File: src/srv_pkg.sv
// Shared types and constants for the servo ramp core.
// Used by srv_ctrl, srv_dpath and servo_ramp_with_damped_overshoot_core.
// No dependencies.
package srv_pkg;

	// input item kinds carried on s_tuser
	localparam logic CMD_TICK  = 1'b0;
	localparam logic CMD_COLOR = 1'b1;

	// colour codes
	localparam logic COLOR_GREEN = 1'b0;
	localparam logic COLOR_RED   = 1'b1;

	// configuration register indexes
	localparam logic [7:0] REG_START_ANGLE = 8'd0;
	localparam logic [7:0] REG_STOP_ANGLE  = 8'd1;
	localparam logic [7:0] REG_OVERSHOOT   = 8'd2;
	localparam logic [7:0] REG_STEP_INTVL  = 8'd3;
	localparam logic [7:0] REG_ANGLE_LOW   = 8'd4;
	localparam logic [7:0] REG_ANGLE_HIGH  = 8'd5;
	localparam logic [7:0] REG_PULSE_LOW   = 8'd6;
	localparam logic [7:0] REG_PULSE_HIGH  = 8'd7;

	// register reset values
	localparam logic [7:0]  RST_START_ANGLE = 8'd70;
	localparam logic [7:0]  RST_STOP_ANGLE  = 8'd100;
	localparam logic [5:0]  RST_OVERSHOOT   = 6'd5;
	localparam logic [19:0] RST_STEP_INTVL  = 20'd50000;
	localparam logic [7:0]  RST_ANGLE_LOW   = 8'd0;
	localparam logic [7:0]  RST_ANGLE_HIGH  = 8'd180;
	localparam logic [11:0] RST_PULSE_LOW   = 12'd150;
	localparam logic [11:0] RST_PULSE_HIGH  = 12'd600;

	// saturating tick counter ceiling
	localparam logic [20:0] TICK_MAX = 21'h1F_FFFF;

	// dividend magnitude width and number of divider iterations
	localparam int unsigned DVD_W     = 23;
	localparam logic [4:0]  DIV_STEPS = 5'd23;

	// largest pulse width
	localparam logic [11:0] PULSE_MAX = 12'hFFF;

	typedef enum logic [2:0] {
		ST_IDLE,
		ST_MUL,
		ST_PREP,
		ST_DIV,
		ST_EMIT_MAP,
		ST_EMIT
	} state_t;

	// controller to datapath commands
	typedef struct packed {
		logic apply;    // take the accepted item into the servo state
		logic mul;      // register the mapping product and divisor
		logic prep;     // load the divider with magnitudes
		logic div;      // one restoring divider iteration
		logic emit_map; // load output register with a mapped write
		logic emit;     // load output register without a write
	} ctrl_cmd_t;

	// datapath to controller status
	typedef struct packed {
		logic move;     // the offered item steps the servo
		logic div_last; // the current divider iteration is the last
	} dp_stat_t;

endpackage

File: src/srv_dpath.sv
// Datapath of the servo ramp core: config registers, servo state,
// mapping multiply, serial divider and output register. Depends on srv_pkg.
module srv_dpath (
	input  logic                clk,
	input  logic                arst_n,
	input  logic                cfg_we,
	input  logic [7:0]          cfg_index,
	input  logic [19:0]         cfg_data,
	input  logic                item_cmd,
	input  logic                item_color,
	input  srv_pkg::ctrl_cmd_t  cmd,
	output srv_pkg::dp_stat_t   stat,
	output logic                out_wv,
	output logic [11:0]         out_pulse,
	output logic [8:0]          out_pos,
	output logic                out_color,
	output logic                out_settled
);
	import srv_pkg::*;

	// configuration registers
	logic [7:0]  start_angle_q, stop_angle_q, angle_low_q, angle_high_q;
	logic [5:0]  overshoot_q;
	logic [19:0] step_intvl_q;
	logic [11:0] pulse_low_q, pulse_high_q;

	// servo state
	logic signed [9:0] angle_q;
	logic [7:0]        goal_q;
	logic signed [6:0] offset_q;
	logic              first_q;
	logic [20:0]       tick_q;
	logic              color_q;

	// step evaluation
	logic [20:0]       tick_inc;
	logic              step;
	logic signed [9:0] target;
	logic              move;
	logic signed [9:0] angle_t;
	logic signed [6:0] off_shrunk;
	logic              shrink;

	// mapping
	logic signed [10:0] am;
	logic signed [12:0] pd;
	logic signed [23:0] prod_s1;
	logic signed [8:0]  den_s1;
	logic [23:0]        num_abs;
	logic [8:0]         den_abs;
	logic [DVD_W-1:0]   dvd_q;
	logic [7:0]         rem_q;
	logic [7:0]         den_mag_q;
	logic               neg_q;
	logic               zero_den_q;
	logic [4:0]         cnt_q;
	logic [8:0]         rem_sh;
	logic               ge;
	logic [8:0]         rem_nx;
	logic signed [24:0] quo_s;
	logic signed [24:0] pulse_v;
	logic [11:0]        pulse_clamped;

	// output fields from state
	logic [8:0] pos_sat;
	logic       settled;

	// config write
	always_ff @(posedge clk or negedge arst_n) begin
		if (!arst_n) begin
			start_angle_q <= RST_START_ANGLE;
			stop_angle_q  <= RST_STOP_ANGLE;
			overshoot_q   <= RST_OVERSHOOT;
			step_intvl_q  <= RST_STEP_INTVL;
			angle_low_q   <= RST_ANGLE_LOW;
			angle_high_q  <= RST_ANGLE_HIGH;
			pulse_low_q   <= RST_PULSE_LOW;
			pulse_high_q  <= RST_PULSE_HIGH;
		end else if (cfg_we) begin
			unique case (cfg_index)
				REG_START_ANGLE: start_angle_q <= cfg_data[7:0];
				REG_STOP_ANGLE:  stop_angle_q  <= cfg_data[7:0];
				REG_OVERSHOOT:   overshoot_q   <= cfg_data[5:0];
				REG_STEP_INTVL:  step_intvl_q  <= cfg_data;
				REG_ANGLE_LOW:   angle_low_q   <= cfg_data[7:0];
				REG_ANGLE_HIGH:  angle_high_q  <= cfg_data[7:0];
				REG_PULSE_LOW:   pulse_low_q   <= cfg_data[11:0];
				REG_PULSE_HIGH:  pulse_high_q  <= cfg_data[11:0];
				default: ;
			endcase
		end
	end

	// tick handling and one-degree step toward goal plus offset
	always_comb begin
		tick_inc = (tick_q == TICK_MAX) ? tick_q : tick_q + 21'd1;
		step     = tick_inc > {1'b0, step_intvl_q};
		target   = $signed({2'b00, goal_q}) + $signed({{3{offset_q[6]}}, offset_q});
		move     = step && (angle_q != target);
		if (!move)
			angle_t = angle_q;
		else if (target > angle_q)
			angle_t = angle_q + 10'sd1;
		else
			angle_t = angle_q - 10'sd1;
		shrink     = step && (offset_q != 7'sd0) && (angle_t == target);
		off_shrunk = offset_q[6] ? -(offset_q + 7'sd1) : -(offset_q - 7'sd1);
	end

	assign stat.move = (item_cmd == CMD_TICK) && move;

	// servo state update on an accepted item
	always_ff @(posedge clk or negedge arst_n) begin
		if (!arst_n) begin
			angle_q  <= '0;
			goal_q   <= '0;
			offset_q <= '0;
			first_q  <= 1'b1;
			tick_q   <= '0;
			color_q  <= COLOR_RED;
		end else if (cmd.apply) begin
			if (item_cmd == CMD_COLOR) begin
				color_q <= item_color;
				tick_q  <= '0;
				first_q <= 1'b0;
				if (item_color == COLOR_RED) begin
					goal_q   <= stop_angle_q;
					angle_q  <= first_q ? $signed({2'b00, stop_angle_q})
					                    : $signed({2'b00, start_angle_q});
					offset_q <= $signed({1'b0, overshoot_q});
				end else begin
					goal_q   <= start_angle_q;
					angle_q  <= first_q ? $signed({2'b00, start_angle_q})
					                    : $signed({2'b00, stop_angle_q});
					offset_q <= -$signed({1'b0, overshoot_q});
				end
			end else begin
				tick_q  <= step ? 21'd0 : tick_inc;
				angle_q <= angle_t;
				if (shrink)
					offset_q <= off_shrunk;
			end
		end
	end

	// mapping product and divisor
	assign am = $signed({angle_q[9], angle_q}) - $signed({3'b000, angle_low_q});
	assign pd = $signed({1'b0, pulse_high_q}) - $signed({1'b0, pulse_low_q});

	always_ff @(posedge clk) begin
		if (cmd.mul) begin
			prod_s1 <= am * pd;
			den_s1  <= $signed({1'b0, angle_high_q}) - $signed({1'b0, angle_low_q});
		end
	end

	assign num_abs = prod_s1[23] ? 24'(-prod_s1) : 24'(prod_s1);
	assign den_abs = den_s1[8] ? 9'(-den_s1) : 9'(den_s1);

	// restoring divider, one quotient bit per beat of cnt_q
	assign rem_sh = {rem_q, dvd_q[DVD_W-1]};
	assign ge     = rem_sh >= {1'b0, den_mag_q};
	assign rem_nx = ge ? rem_sh - {1'b0, den_mag_q} : rem_sh;

	always_ff @(posedge clk) begin
		if (cmd.prep) begin
			dvd_q      <= num_abs[DVD_W-1:0];
			rem_q      <= '0;
			den_mag_q  <= den_abs[7:0];
			neg_q      <= prod_s1[23] ^ den_s1[8];
			zero_den_q <= (den_s1 == 9'sd0);
		end else if (cmd.div) begin
			dvd_q <= {dvd_q[DVD_W-2:0], ge};
			rem_q <= rem_nx[7:0];
		end
	end

	always_ff @(posedge clk or negedge arst_n) begin
		if (!arst_n)
			cnt_q <= '0;
		else if (cmd.prep)
			cnt_q <= DIV_STEPS;
		else if (cmd.div)
			cnt_q <= cnt_q - 5'd1;
	end

	assign stat.div_last = (cnt_q == 5'd1);

	// signed quotient, offset and clamp
	always_comb begin
		quo_s = neg_q ? -$signed({2'b00, dvd_q}) : $signed({2'b00, dvd_q});
		if (zero_den_q)
			pulse_v = $signed({13'd0, pulse_low_q});
		else
			pulse_v = quo_s + $signed({13'd0, pulse_low_q});
		if (pulse_v < 25'sd0)
			pulse_clamped = '0;
		else if (pulse_v > $signed({13'd0, PULSE_MAX}))
			pulse_clamped = PULSE_MAX;
		else
			pulse_clamped = pulse_v[11:0];
	end

	// reported position and settled flag
	always_comb begin
		if (angle_q > 10'sd255)
			pos_sat = 9'd255;
		else if (angle_q < -10'sd256)
			pos_sat = 9'h100;
		else
			pos_sat = angle_q[8:0];
		settled = (offset_q == 7'sd0) && (angle_q == $signed({2'b00, goal_q}));
	end

	// output register
	always_ff @(posedge clk) begin
		if (cmd.emit || cmd.emit_map) begin
			out_wv      <= cmd.emit_map;
			out_pulse   <= cmd.emit_map ? pulse_clamped : 12'd0;
			out_pos     <= pos_sat;
			out_color   <= color_q;
			out_settled <= settled;
		end
	end

endmodule

File: src/srv_ctrl.sv
// Controller of the servo ramp core: sequences accept, multiply,
// divide and emit, and owns the output valid flag. Depends on srv_pkg.
module srv_ctrl (
	input  logic               clk,
	input  logic               arst_n,
	input  logic               s_tvalid,
	output logic               s_tready,
	output logic               m_tvalid,
	input  logic               m_tready,
	input  srv_pkg::dp_stat_t  stat,
	output srv_pkg::ctrl_cmd_t cmd
);
	import srv_pkg::*;

	state_t state_q, state_nx;
	logic   m_valid_q;
	logic   slot_free;
	logic   accept;

	assign slot_free = !m_valid_q || m_tready;
	assign s_tready  = (state_q == ST_IDLE) && slot_free;
	assign accept    = s_tvalid && s_tready;
	assign m_tvalid  = m_valid_q;

	// next state
	always_comb begin
		state_nx = state_q;
		unique case (state_q)
			ST_IDLE:     if (accept) state_nx = stat.move ? ST_MUL : ST_EMIT;
			ST_MUL:      state_nx = ST_PREP;
			ST_PREP:     state_nx = ST_DIV;
			ST_DIV:      if (stat.div_last) state_nx = ST_EMIT_MAP;
			ST_EMIT_MAP: state_nx = ST_IDLE;
			ST_EMIT:     state_nx = ST_IDLE;
			default:     state_nx = ST_IDLE;
		endcase
	end

	// commands
	always_comb begin
		cmd          = '0;
		cmd.apply    = accept;
		cmd.mul      = (state_q == ST_MUL);
		cmd.prep     = (state_q == ST_PREP);
		cmd.div      = (state_q == ST_DIV);
		cmd.emit_map = (state_q == ST_EMIT_MAP);
		cmd.emit     = (state_q == ST_EMIT);
	end

	always_ff @(posedge clk or negedge arst_n) begin
		if (!arst_n) begin
			state_q   <= ST_IDLE;
			m_valid_q <= 1'b0;
		end else begin
			state_q <= state_nx;
			// output slot: filled by an emit, drained by a beat
			if (cmd.emit || cmd.emit_map)
				m_valid_q <= 1'b1;
			else if (m_tready)
				m_valid_q <= 1'b0;
		end
	end

endmodule

File: src/servo_ramp_with_damped_overshoot_core.sv
// Channel  | direction | contents
// ---------+-----------+---------------------------------------------------
// s_*      | in        | tuser: cmd; tdata: target_color, zero padded
// m_*      | out       | tuser: write_valid; tdata: pulse_width .. settled
// cfg_*    | in        | register index and write data, always ready
//
// Sequencing: a command, or a tick that does not move the servo, goes from
// accept to emit; a tick that moves it goes through accept, multiply,
// divider load, 23 restoring divider iterations and emit, the divider
// giving one quotient bit per cycle. One item is in flight at a time; the
// next beat is taken once the output register is empty or being drained.
// Reset is asynchronous and loads the register defaults; a stalled
// m_tready holds the result.
// Top level of the servo ramp core. Depends on srv_pkg, srv_ctrl, srv_dpath.
module servo_ramp_with_damped_overshoot_core (
	input  logic        clk,
	input  logic        arst_n,
	input  logic        s_tvalid,
	output logic        s_tready,
	input  logic        s_tuser,   // [0] cmd
	input  logic [7:0]  s_tdata,   // [0] target_color, [7:1] zero
	output logic        m_tvalid,
	input  logic        m_tready,
	output logic        m_tuser,   // [0] write_valid
	output logic [23:0] m_tdata,   // [11:0] pulse_width, [20:12] position,
	                               // [21] shown_color, [22] settled, [23] zero
	input  logic        cfg_valid,
	output logic        cfg_ready,
	input  logic [7:0]  cfg_index,
	input  logic [19:0] cfg_data
);
	import srv_pkg::*;

	ctrl_cmd_t   cmd;
	dp_stat_t    stat;
	logic        out_wv;
	logic [11:0] out_pulse;
	logic [8:0]  out_pos;
	logic        out_color;
	logic        out_settled;

	assign cfg_ready = 1'b1;

	srv_ctrl u_ctrl (
		.clk      (clk),
		.arst_n   (arst_n),
		.s_tvalid (s_tvalid),
		.s_tready (s_tready),
		.m_tvalid (m_tvalid),
		.m_tready (m_tready),
		.stat     (stat),
		.cmd      (cmd)
	);

	srv_dpath u_dpath (
		.clk         (clk),
		.arst_n      (arst_n),
		.cfg_we      (cfg_valid && cfg_ready),
		.cfg_index   (cfg_index),
		.cfg_data    (cfg_data),
		.item_cmd    (s_tuser),
		.item_color  (s_tdata[0]),
		.cmd         (cmd),
		.stat        (stat),
		.out_wv      (out_wv),
		.out_pulse   (out_pulse),
		.out_pos     (out_pos),
		.out_color   (out_color),
		.out_settled (out_settled)
	);

	// result beat packing
	assign m_tuser = out_wv;
	assign m_tdata = {1'b0, out_settled, out_color, out_pos, out_pulse};

endmodule
File: config.mk
export PLATFORM = sky130hd
export DESIGN_NAME = servo_ramp_with_damped_overshoot_core
export DESIGN_NICKNAME = d
export VERILOG_FILES = /design/src/srv_pkg.sv /design/src/srv_dpath.sv /design/src/srv_ctrl.sv /design/src/servo_ramp_with_damped_overshoot_core.sv
export SDC_FILE = /design/constraint.sdc
export NUM_CORES = 1
export LEC_CHECK = 0
export BUFFER_PORTS_ARGS = -buffer_cell sky130_fd_sc_hd__buf_2
export CAP_MARGIN = 20
export CORE_MARGIN = 2
export CORE_UTILIZATION = 35
export CTS_CLUSTER_SIZE = 28
export DETAILED_ROUTE_END_ITERATION = 8
export SLEW_MARGIN = 10
export SYNTH_ARGS = -nofsm -noshare
export SYNTH_HDL_FRONTEND = slang
export SYNTH_HIERARCHICAL = 1
export SYNTH_SLANG_ARGS = --single-unit
File: constraint.sdc
create_clock -name clk -period 16.8 [get_ports clk]
set_input_delay 1.68 -clock clk [delete_from_list [all_inputs] [get_ports clk]]
set_output_delay 1.68 -clock clk [all_outputs]
set_load 0.02 [all_outputs]
==> flow_metrics.tcl, run 1 <==
set metrics [dict create \
    finalCritPeriodShare_pct 50.3 \
    crit_start "u_dpath/pulse_low_q[1]" \
    grt_max_degree 72 \
    path_clk_slew_ns 0.06 \
    ys_dominant_reg_cell "dfrtp_1" \
    die_area_mm2 0.0614 \
    postRouteAntennaNets 0 \
    hold_depth 2 \
    ys_seq_elements 237 \
    ys_seq_area_share_pct 30.7 \
    r2r_slack_ns 8.35 \
    cts_tree "yes" \
    synthCells 2199 \
    htreeDepth 1 \
    min_period_ns 8.45 \
    cts_buffer_depth 3 \
    insertion_delay_ns 0.57 \
    cts_resized 0 \
    core_area_mm2 0.0589 \
    grt.busiest_layer "met2" \
    setup_viol 0 \
    synth_fp_nets 2537 \
    cp-end-kind "flip-flop" \
    crit_fanout 11 \
    area_growth_pct 10.0 \
    wl_um 50200 \
    worstSetupStartpointType "flip-flop" \
    hold_class "flip-flop to flip-flop" \
    drc 0 \
    gr-total-overflow 0 \
    max-slew-margin-rel_pct 23.8 \
    crit_slowest_cell "fa_1" \
    required_ns 17.15 \
    cts_setup_buffers 0 \
    io_buffer_count 60 \
    dpl.hpwl_um 39300 \
    worst-r2r-cell-count 30 \
    tns_ns 0 \
    route.vias.total 15583 \
    drv_cap 0 \
    fmax_mhz 118 \
    skew_ns 0.0148 \
    grt_use_met2_pct 27.6 \
    cts_buffers 28 \
    gp_congestion 0.903 \
    n_antenna_cell 0 \
    yosysUniqueCellTypes 83 \
    crit_path_frequent_cell "fa_1" \
    rsz0062_at_grt "no" \
    outcome "finished, final reports clean" \
    drv_slew 0 \
    via_per_inst 5.15 \
    final_common_cell "inv_1" \
    worst_pin_slew_ns 1.13 \
    grt_pass1_vias 15754 \
    avgSynthCellArea_um2 9.46 \
    top_level_ports 70 \
    die_width_um 248 \
    regToRegEndpoint "u_dpath/prod_s1[22]" \
    drive_gt1_share_pct 11.7 \
    synth_edf_count 90 \
    grtUsageMet1_pct 23.2 \
    drt_first_pass_iters 5 \
    cpPeakStageDelay_ns 0.55 \
    grt_pass1_wl_um 82300 \
    cp.arrival_ns 8.80 \
    mostFrequentLayoutCells "inv_1, nand2_1, nor2_1, ha_1, fa_1" \
    rows 89 \
    cts_root_buffer "clkbuf_16" \
    timing.rr.start "u_dpath/pulse_low_q[1]" \
    die_y_um 248 \
    initialDrtViolationCount 927 \
    antenna_found_initial 1 \
    wire_per_inst_um 16.6 \
    finalNetCount 2570 \
    cts_sinks 237 \
    grt_use_total_pct 16.6 \
    async_reset_ff_share_pct 58.6 \
    finalHoldViolCount 0 \
    met3_usage_pct 2.12 \
    critPathCapture "u_dpath/prod_s1[22]" \
    worstSetupPathType "flip-flop to flip-flop" \
    hold_buffers 0 \
    initial_utilization_pct 35.3 \
    synthesis.area_mm2 0.0208 \
    ys_warn_count 6 \
]
==> stage by stage <==
stage / cells / instance area (µm²) / util [%] / setup WS [ns] / hold WS [ns]
5_1_grt: 3027 / 22900 / 38.8 / 7.83 / 0.512
3_3_place_gp: 2970 / 21900 / 37.1 / 8.12 / 0.457
6_report: 3027 / 22900 / 38.8 / 8.35 / 0.489
4_1_cts: 3022 / 22800 / 38.8 / 7.99 / 0.490
2_1_floorplan: 2199 / 20800 / - / 9.14 / 0.447
3_5_place_dp: 2970 / 21900 / 37.1 / 7.96 / 0.479
==> routing by layer <==
| metal | share of wire [%] | wire [µm] |
|---|---|---|
| met1 | 47 | 23600 |
| met2 | 47 | 23400 |
| met3 | 4.5 | 2260 |
| met4 | 1.8 | 916 |
| met5 | 0 | 0 |
==> synthesized netlist by cell type (16+ instances only) <==
master      n  share of area, %
a21o_1     29               1.0
a21oi_1   103               2.5
clkbuf_1   59               1.1
dfrtp_1   111                13
dfstp_2    28               3.5
edfxtp_1   90                13
fa_1      143                14
ha_1      153               9.2
inv_1     308               5.6
mux2_2     71               3.8
mux2i_1    25               1.2
nand2_1   172               3.1
nand2b_1   45               1.4
nand3_1    30              0.72
nand4_1    17              0.51
nor2_1    171               3.1
nor2b_1    36               1.1
nor3_1     31              0.75
o21ai_0   105               2.5
o31ai_1    21              0.76
or2_2      16              0.48
or3_1      18              0.54
xnor2_1   102               4.3
xor2_1     61               2.6
==> registers in the layout, indices dropped and copies added (netlist names), 10 cells and up <==
signal / flops
u_dpath/tick_q: 21
u_dpath/step_intvl_q: 20
u_dpath/angle_q: 10
u_dpath/out_pulse: 12
u_dpath/prod_s1: 24
u_dpath/dvd_q: 23
u_dpath/pulse_high_q: 12
u_dpath/pulse_low_q: 12
==> cell type report <==
cell class | instances | area [µm²]
fill | 5797 | 36000
multi-input combinational | 1574 | 12900
sequential | 237 | 6380
timing repair buffer | 81 | 468
inverter | 310 | 1160
tap | 773 | 967
clock buffer | 36 | 761
clock inverter | 16 | 209
==> critical path: cells and delay by family, from the launching register on <==
kind	cells	cell delay, ns
AND/OR/NAND/NOR	6	0.85
AO/OA/AOI/OAI	11	2.23
adder cells (fa/ha/maj)	7	3.48
XOR/XNOR	2	0.83
flip-flops	1	0.54
buffers and inverters	4	0.28
==> worst min path at each step <==
stage / start / slack [ns] / endpoint
after floorplan: u_dpath/rem_q[7] / 0.45 / u_dpath/rem_q[7]
after global placement: u_dpath/rem_q[7] / 0.46 / u_dpath/rem_q[7]
after detailed placement: u_dpath/rem_q[7] / 0.48 / u_dpath/rem_q[7]
after CTS: u_dpath/rem_q[7] / 0.49 / u_dpath/rem_q[7]
after global routing: u_dpath/angle_low_q[5] / 0.51 / u_dpath/angle_low_q[5]
final: u_dpath/rem_q[7] / 0.49 / u_dpath/rem_q[7]
==> cells by family after synthesis <==
family	Yosys count	synth area share (%)
AO/OA/AOI/OAI	402	12.7
adder cells (fa/ha/maj)	296	23.0
AND/OR/NAND/NOR	614	14.3
flip-flops	237	30.7
buffers and inverters	388	7.24
multiplexers	96	5.05
XOR/XNOR	164	6.94
other	2	0.0361
Power of run 1 is left out: the tool's default activity adds up to more than one toggle a clock period on the data nets, which glitch-free logic cannot reach.
==> run 2, diff against run 1 <==
- clock period: 16.8 -> 7.58 ns (I/O delays scaled with it)
==> run 2 against run 1 <==
Net effect:
- critical endpoint unchanged
- cell count is 2.5% higher
- sequential share of layout area is 1.0 points lower
- non-clock buffer count is 75 higher
- sequential cell count stayed put
- global-route usage is 0.057 points lower
- count of clock-buffer cells in the layout is 8 higher
- cell area is 3.7% higher
- setup slack worse by 8.2 ns
- via count is 1.8% higher
- clock skew is 0.0061 ns higher
==> flow_metrics.tcl, run 2 (synthesis results as in run 1) <==
set metrics [dict create \
    outcome "finished, final reports clean" \
    rows 89 \
    worstSetupStartpointType "flip-flop" \
    wire_per_inst_um 16.5 \
    die_width_um 248 \
    cp.arrival_ns 7.74 \
    route.vias.total 15865 \
    setup_viol 0 \
    finalNetCount 2645 \
    crit_buf_inv 5 \
    crit_slowest_cell "dfstp_2" \
    worst-r2r-cell-count 30 \
    insertion_delay_ns 0.58 \
    finalCritPeriodShare_pct 97.8 \
    wl_um 51300 \
    grt_max_degree 78 \
    cts_buffers 28 \
    antenna_found_initial 2 \
    path_clk_slew_ns 0.06 \
    post_dp_cell_area_mm2 0.0224 \
    cts_tree "yes" \
    postRouteAntennaNets 0 \
    htreeDepth 1 \
    cp-end-kind "flip-flop" \
    required_ns 7.90 \
    crit_fanout 5 \
    finalHoldViolCount 0 \
    crit_start "u_dpath/pulse_low_q[1]" \
    initialDrtViolationCount 1070 \
    fmax_mhz 135 \
    nFillCells 5680 \
    hold_class "input port to asynchronous set/reset pin" \
    final_common_cell "inv_1" \
    timing.rr.start "u_dpath/pulse_low_q[1]" \
    design_area_mm2 0.0237 \
    largest_register_ffs 24 \
    drc 0 \
    die_area_mm2 0.0614 \
    max-slew-margin-rel_pct 29.6 \
    grt_use_total_pct 16.6 \
    cts_sinks 237 \
    min_period_ns 7.42 \
    mostFrequentLayoutCells "inv_1, nand2_1, nor2_1, ha_1, fa_1" \
    drt_first_pass_iters 5 \
    cpPeakStageDelay_ns 0.54 \
    cp_top_family "adder cells" \
    regToRegEndpoint "u_dpath/prod_s1[22]" \
    worstSetupPathType "flip-flop to flip-flop" \
    worst_pin_slew_ns 1.06 \
    seqCellArea_mm2 0.00638 \
    grt_pass1_wl_um 81600 \
    multi_input_area_mm2 0.0132 \
    area_growth_pct 14.1 \
    via_per_inst 5.11 \
    cts_buffer_depth 3 \
    skew_ns 0.0209 \
    die_y_um 248 \
    initial_utilization_pct 35.3 \
    reg.largest.list "u_dpath/prod_s1 x24, u_dpath/dvd_q x23, u_dpath/tick_q x21" \
    core_area_mm2 0.0589 \
    top_level_ports 70 \
    io_buffer_count 60 \
    r2r_slack_ns 0.16 \
    drive_gt1_share_pct 16.7 \
    drv_slew 0 \
    gp_congestion 0.938 \
    drv_cap 0 \
    cts_root_buffer "clkbuf_16" \
    crit_path_frequent_cell "fa_1" \
    dpl.hpwl_um 40000 \
    gr-total-overflow 0 \
    top_register "u_dpath/prod_s1" \
    grt_pass1_vias 15531 \
]
-- run 2: per-stage QoR --
stage / TNS (ns) / util, % / hold WS (ns) / std cells / setup slack (ns)
2_1_floorplan: 0 / - / 0.447 / 2199 / 0.0347
3_3_place_gp: -0.0427 / 38.0 / 0.458 / 3034 / -0.0308
3_5_place_dp: -0.320 / 38.0 / 0.476 / 3034 / -0.115
4_1_cts: 0 / 39.7 / 0.235 / 3086 / 0.0125
5_1_grt: -0.277 / 40.3 / 0.276 / 3102 / -0.185
6_report: 0 / 40.3 / 0.222 / 3103 / 0.165
-- run 2: final cells by class --
class	count	share of cell area, %
clock buffers	44	3.74
well taps	773	4.08
multi-input cells	1574	55.6
diodes	1	0.0105
inverters	310	4.90
clock inverters	8	0.432
flip-flops and latches	237	26.9
repair buffers	156	4.38
-- run 2: how the worst max path moves through the flow --
stage	cells after the start	endpoint	slack (ns)
floorplan	33	u_dpath/prod_s1[23]	0.03
global placement	30	u_dpath/prod_s1[23]	-0.03
detailed placement	31	u_dpath/prod_s1[22]	-0.12
CTS	30	u_dpath/prod_s1[23]	0.01
global route	30	u_dpath/prod_s1[22]	-0.19
finish	30	u_dpath/prod_s1[22]	0.16
-- run 2: repair_timing --
action | in CTS | in global routing
buffers inserted | 0 | 14
endpoints found under the setup margin | 4 | 7
hold buffers | 0 | 0
resized for setup | 6 | 60
gates cloned | 0 | 0
pin swaps | 0 | 34
-- run 2: layer usage --
layer | vias to the layer above | track usage (%) | share of wire, %
met5 | - | 0 | 0.025
met4 | 2 | 3.47 | 1.8
met3 | 70 | 2.48 | 4.7
met2 | 330 | 26.7 | 46
met1 | 7821 | 23.5 | 47
li1 | 7642 | - | -
Power of run 2 is left out for the same reason.
==> run 3, diff against run 2 <==
- CORE_UTILIZATION: 35 -> 25
==> run 3 against run 2 <==
Net effect:
- first-iteration DRC count shrank 30%
- die area grew 39%
- count of clock-buffer cells in the layout shrank 9
- critical path depth grew 2
- cell area grew 1.6%
- non-clock buffer count grew 4
- routed wire length shrank 0.61%
- sequential share of layout area shrank 0.42 points
- setup slack gained 0.10 ns
- maximum frequency grew 1.4%
- clock skew grew 0.0021 ns
==> flow_metrics.tcl, run 3 (synthesis results as in run 1) <==
set metrics [dict create \
    outcome "finished, final reports clean" \
    fmax_mhz 137 \
    path_clk_slew_ns 0.06 \
    route.vias.total 15579 \
    finalNetCount 2649 \
    die_area_mm2 0.0855 \
    grt_pass1_vias 15519 \
    worstSetupStartpointType "flip-flop" \
    top_level_ports 70 \
    cts_buffer_depth 3 \
    htreeDepth 1 \
    finalHoldViolCount 0 \
    max-slew-margin-rel_pct 36.1 \
    hold_class "input port to asynchronous set/reset pin" \
    die_y_um 292 \
    postRouteAntennaNets 0 \
    mostFrequentLayoutCells "inv_1, nand2_1, nor2_1, ha_1, fa_1" \
    core_area_mm2 0.0822 \
    crit_path_frequent_cell "fa_1" \
    cp-end-kind "flip-flop" \
    die_width_um 292 \
    crit_slowest_cell "fa_1" \
    crit_fanout 6 \
    rows 105 \
    initial_utilization_pct 25.3 \
    grt_pass1_wl_um 82000 \
    finalCritPeriodShare_pct 96.5 \
    cts_tree "yes" \
    setup_slack_ns 0.267 \
    cpPeakStageDelay_ns 0.54 \
    wl_um 51000 \
    grt_max_degree 71 \
    drive_gt1_share_pct 16.7 \
    worstSetupPathType "flip-flop to flip-flop" \
    final_common_cell "inv_1" \
    insertion_delay_ns 0.56 \
    io_buffer_count 60 \
    hold_buffers 0 \
    wire_per_inst_um 15.0 \
    required_ns 7.88 \
    worst_pin_slew_ns 0.957 \
    cp.arrival_ns 7.61 \
    antenna_found_initial 1 \
    setup_viol 0 \
    largest_register_ffs 24 \
    cts_buffers 28 \
    drv_cap 0 \
    drv_slew 0 \
    reg.largest.list "u_dpath/prod_s1 x24, u_dpath/dvd_q x23, u_dpath/tick_q x21" \
    drc 0 \
    dpl.hpwl_um 40100 \
    skew_ns 0.0230 \
    cts_root_buffer "clkbuf_16" \
    area_growth_pct 15.9 \
    top_register "u_dpath/prod_s1" \
    initialDrtViolationCount 744 \
    cts_sinks 237 \
    drt_first_pass_iters 5 \
    gr-total-overflow 0 \
    grt_use_total_pct 11.8 \
    pre_cts_ws_ns -0.0404 \
    gp_congestion 0.852 \
    min_period_ns 7.31 \
    via_per_inst 4.58 \
]
==> run 3: cell types whose count changed in the layout (fill, tap and decap cells not counted), moves of 4 or more <==
cell,change
clkbuf_1,-4
buf_4,+5
clkinvlp_4,+7
a21oi_2,+5
ha_4,-4
bufinv_16,+5
==> run 3: repair_timing <==
action | 4_1_cts | 5_1_grt
buffers inserted | 0 | 4
gates cloned | 0 | 0
resized for setup | 5 | 47
pin swaps | 0 | 20
endpoints found under the setup margin | 3 | 8
==> run 3: layer usage <==
metal | vias up | routed length (µm) | track usage, %
li1 | 7663 | - | -
met1 | 7535 | 24600 | 16.5
met2 | 313 | 22700 | 19.0
met3 | 66 | 2830 | 2.53
met4 | 2 | 884 | 2.01
met5 | - | 16 | 0
==> run 3: worst paths after layout <==
kind,slack (ns),from,cells past startpoint,end
max,0.27,u_dpath/pulse_low_q[1],32,u_dpath/prod_s1[22]
min,0.24,arst_n,1,u_dpath/step_intvl_q[0]
max reg2reg,0.27,u_dpath/pulse_low_q[1],32,u_dpath/prod_s1[22]
min reg2reg,0.48,u_dpath/rem_q[7],2,u_dpath/rem_q[7]
max in group asynchronous,5.94,arst_n,2,u_dpath/pulse_low_q[0]
min in group clk,0.42,cfg_data[16],3,u_dpath/step_intvl_q[16]
==> run 3: worst max-delay path, delay by kind of cell (launching register included) <==
kind / cells / cell delay [ns]
compound gates: 10 / 1.62
xor+xnor: 2 / 0.27
flops: 1 / 0.53
fa+ha+maj: 7 / 3.06
simple gates: 6 / 0.90
buf+inv: 7 / 0.66
==> run 3: cell type report <==
cell class	instances	area (µm²)
timing repair buffer	160	1070
tap	1070	1340
antenna	2	5.00
multi-input combinational	1574	13100
inverter	310	1160
clock buffer	35	798
fill	8626	58100
clock inverter	17	259
sequential	237	6380
==> run 3: metrics by stage <==
stage / std cells / instance area (µm²) / setup TNS, ns / hold slack, ns / utilization (%)
finish: 3405 / 24100 / 0 / 0.239 / 29.3
global route: 3403 / 24100 / -0.0463 / 0.278 / 29.3
CTS: 3396 / 23900 / 0 / 0.239 / 29.1
detailed placement: 3344 / 22800 / -0.0652 / 0.471 / 27.8
global placement: 3344 / 22800 / -0.0179 / 0.458 / 27.8
floorplan: 2199 / 20800 / 0 / 0.447 / -
Power of run 3 is left out for the same reason.
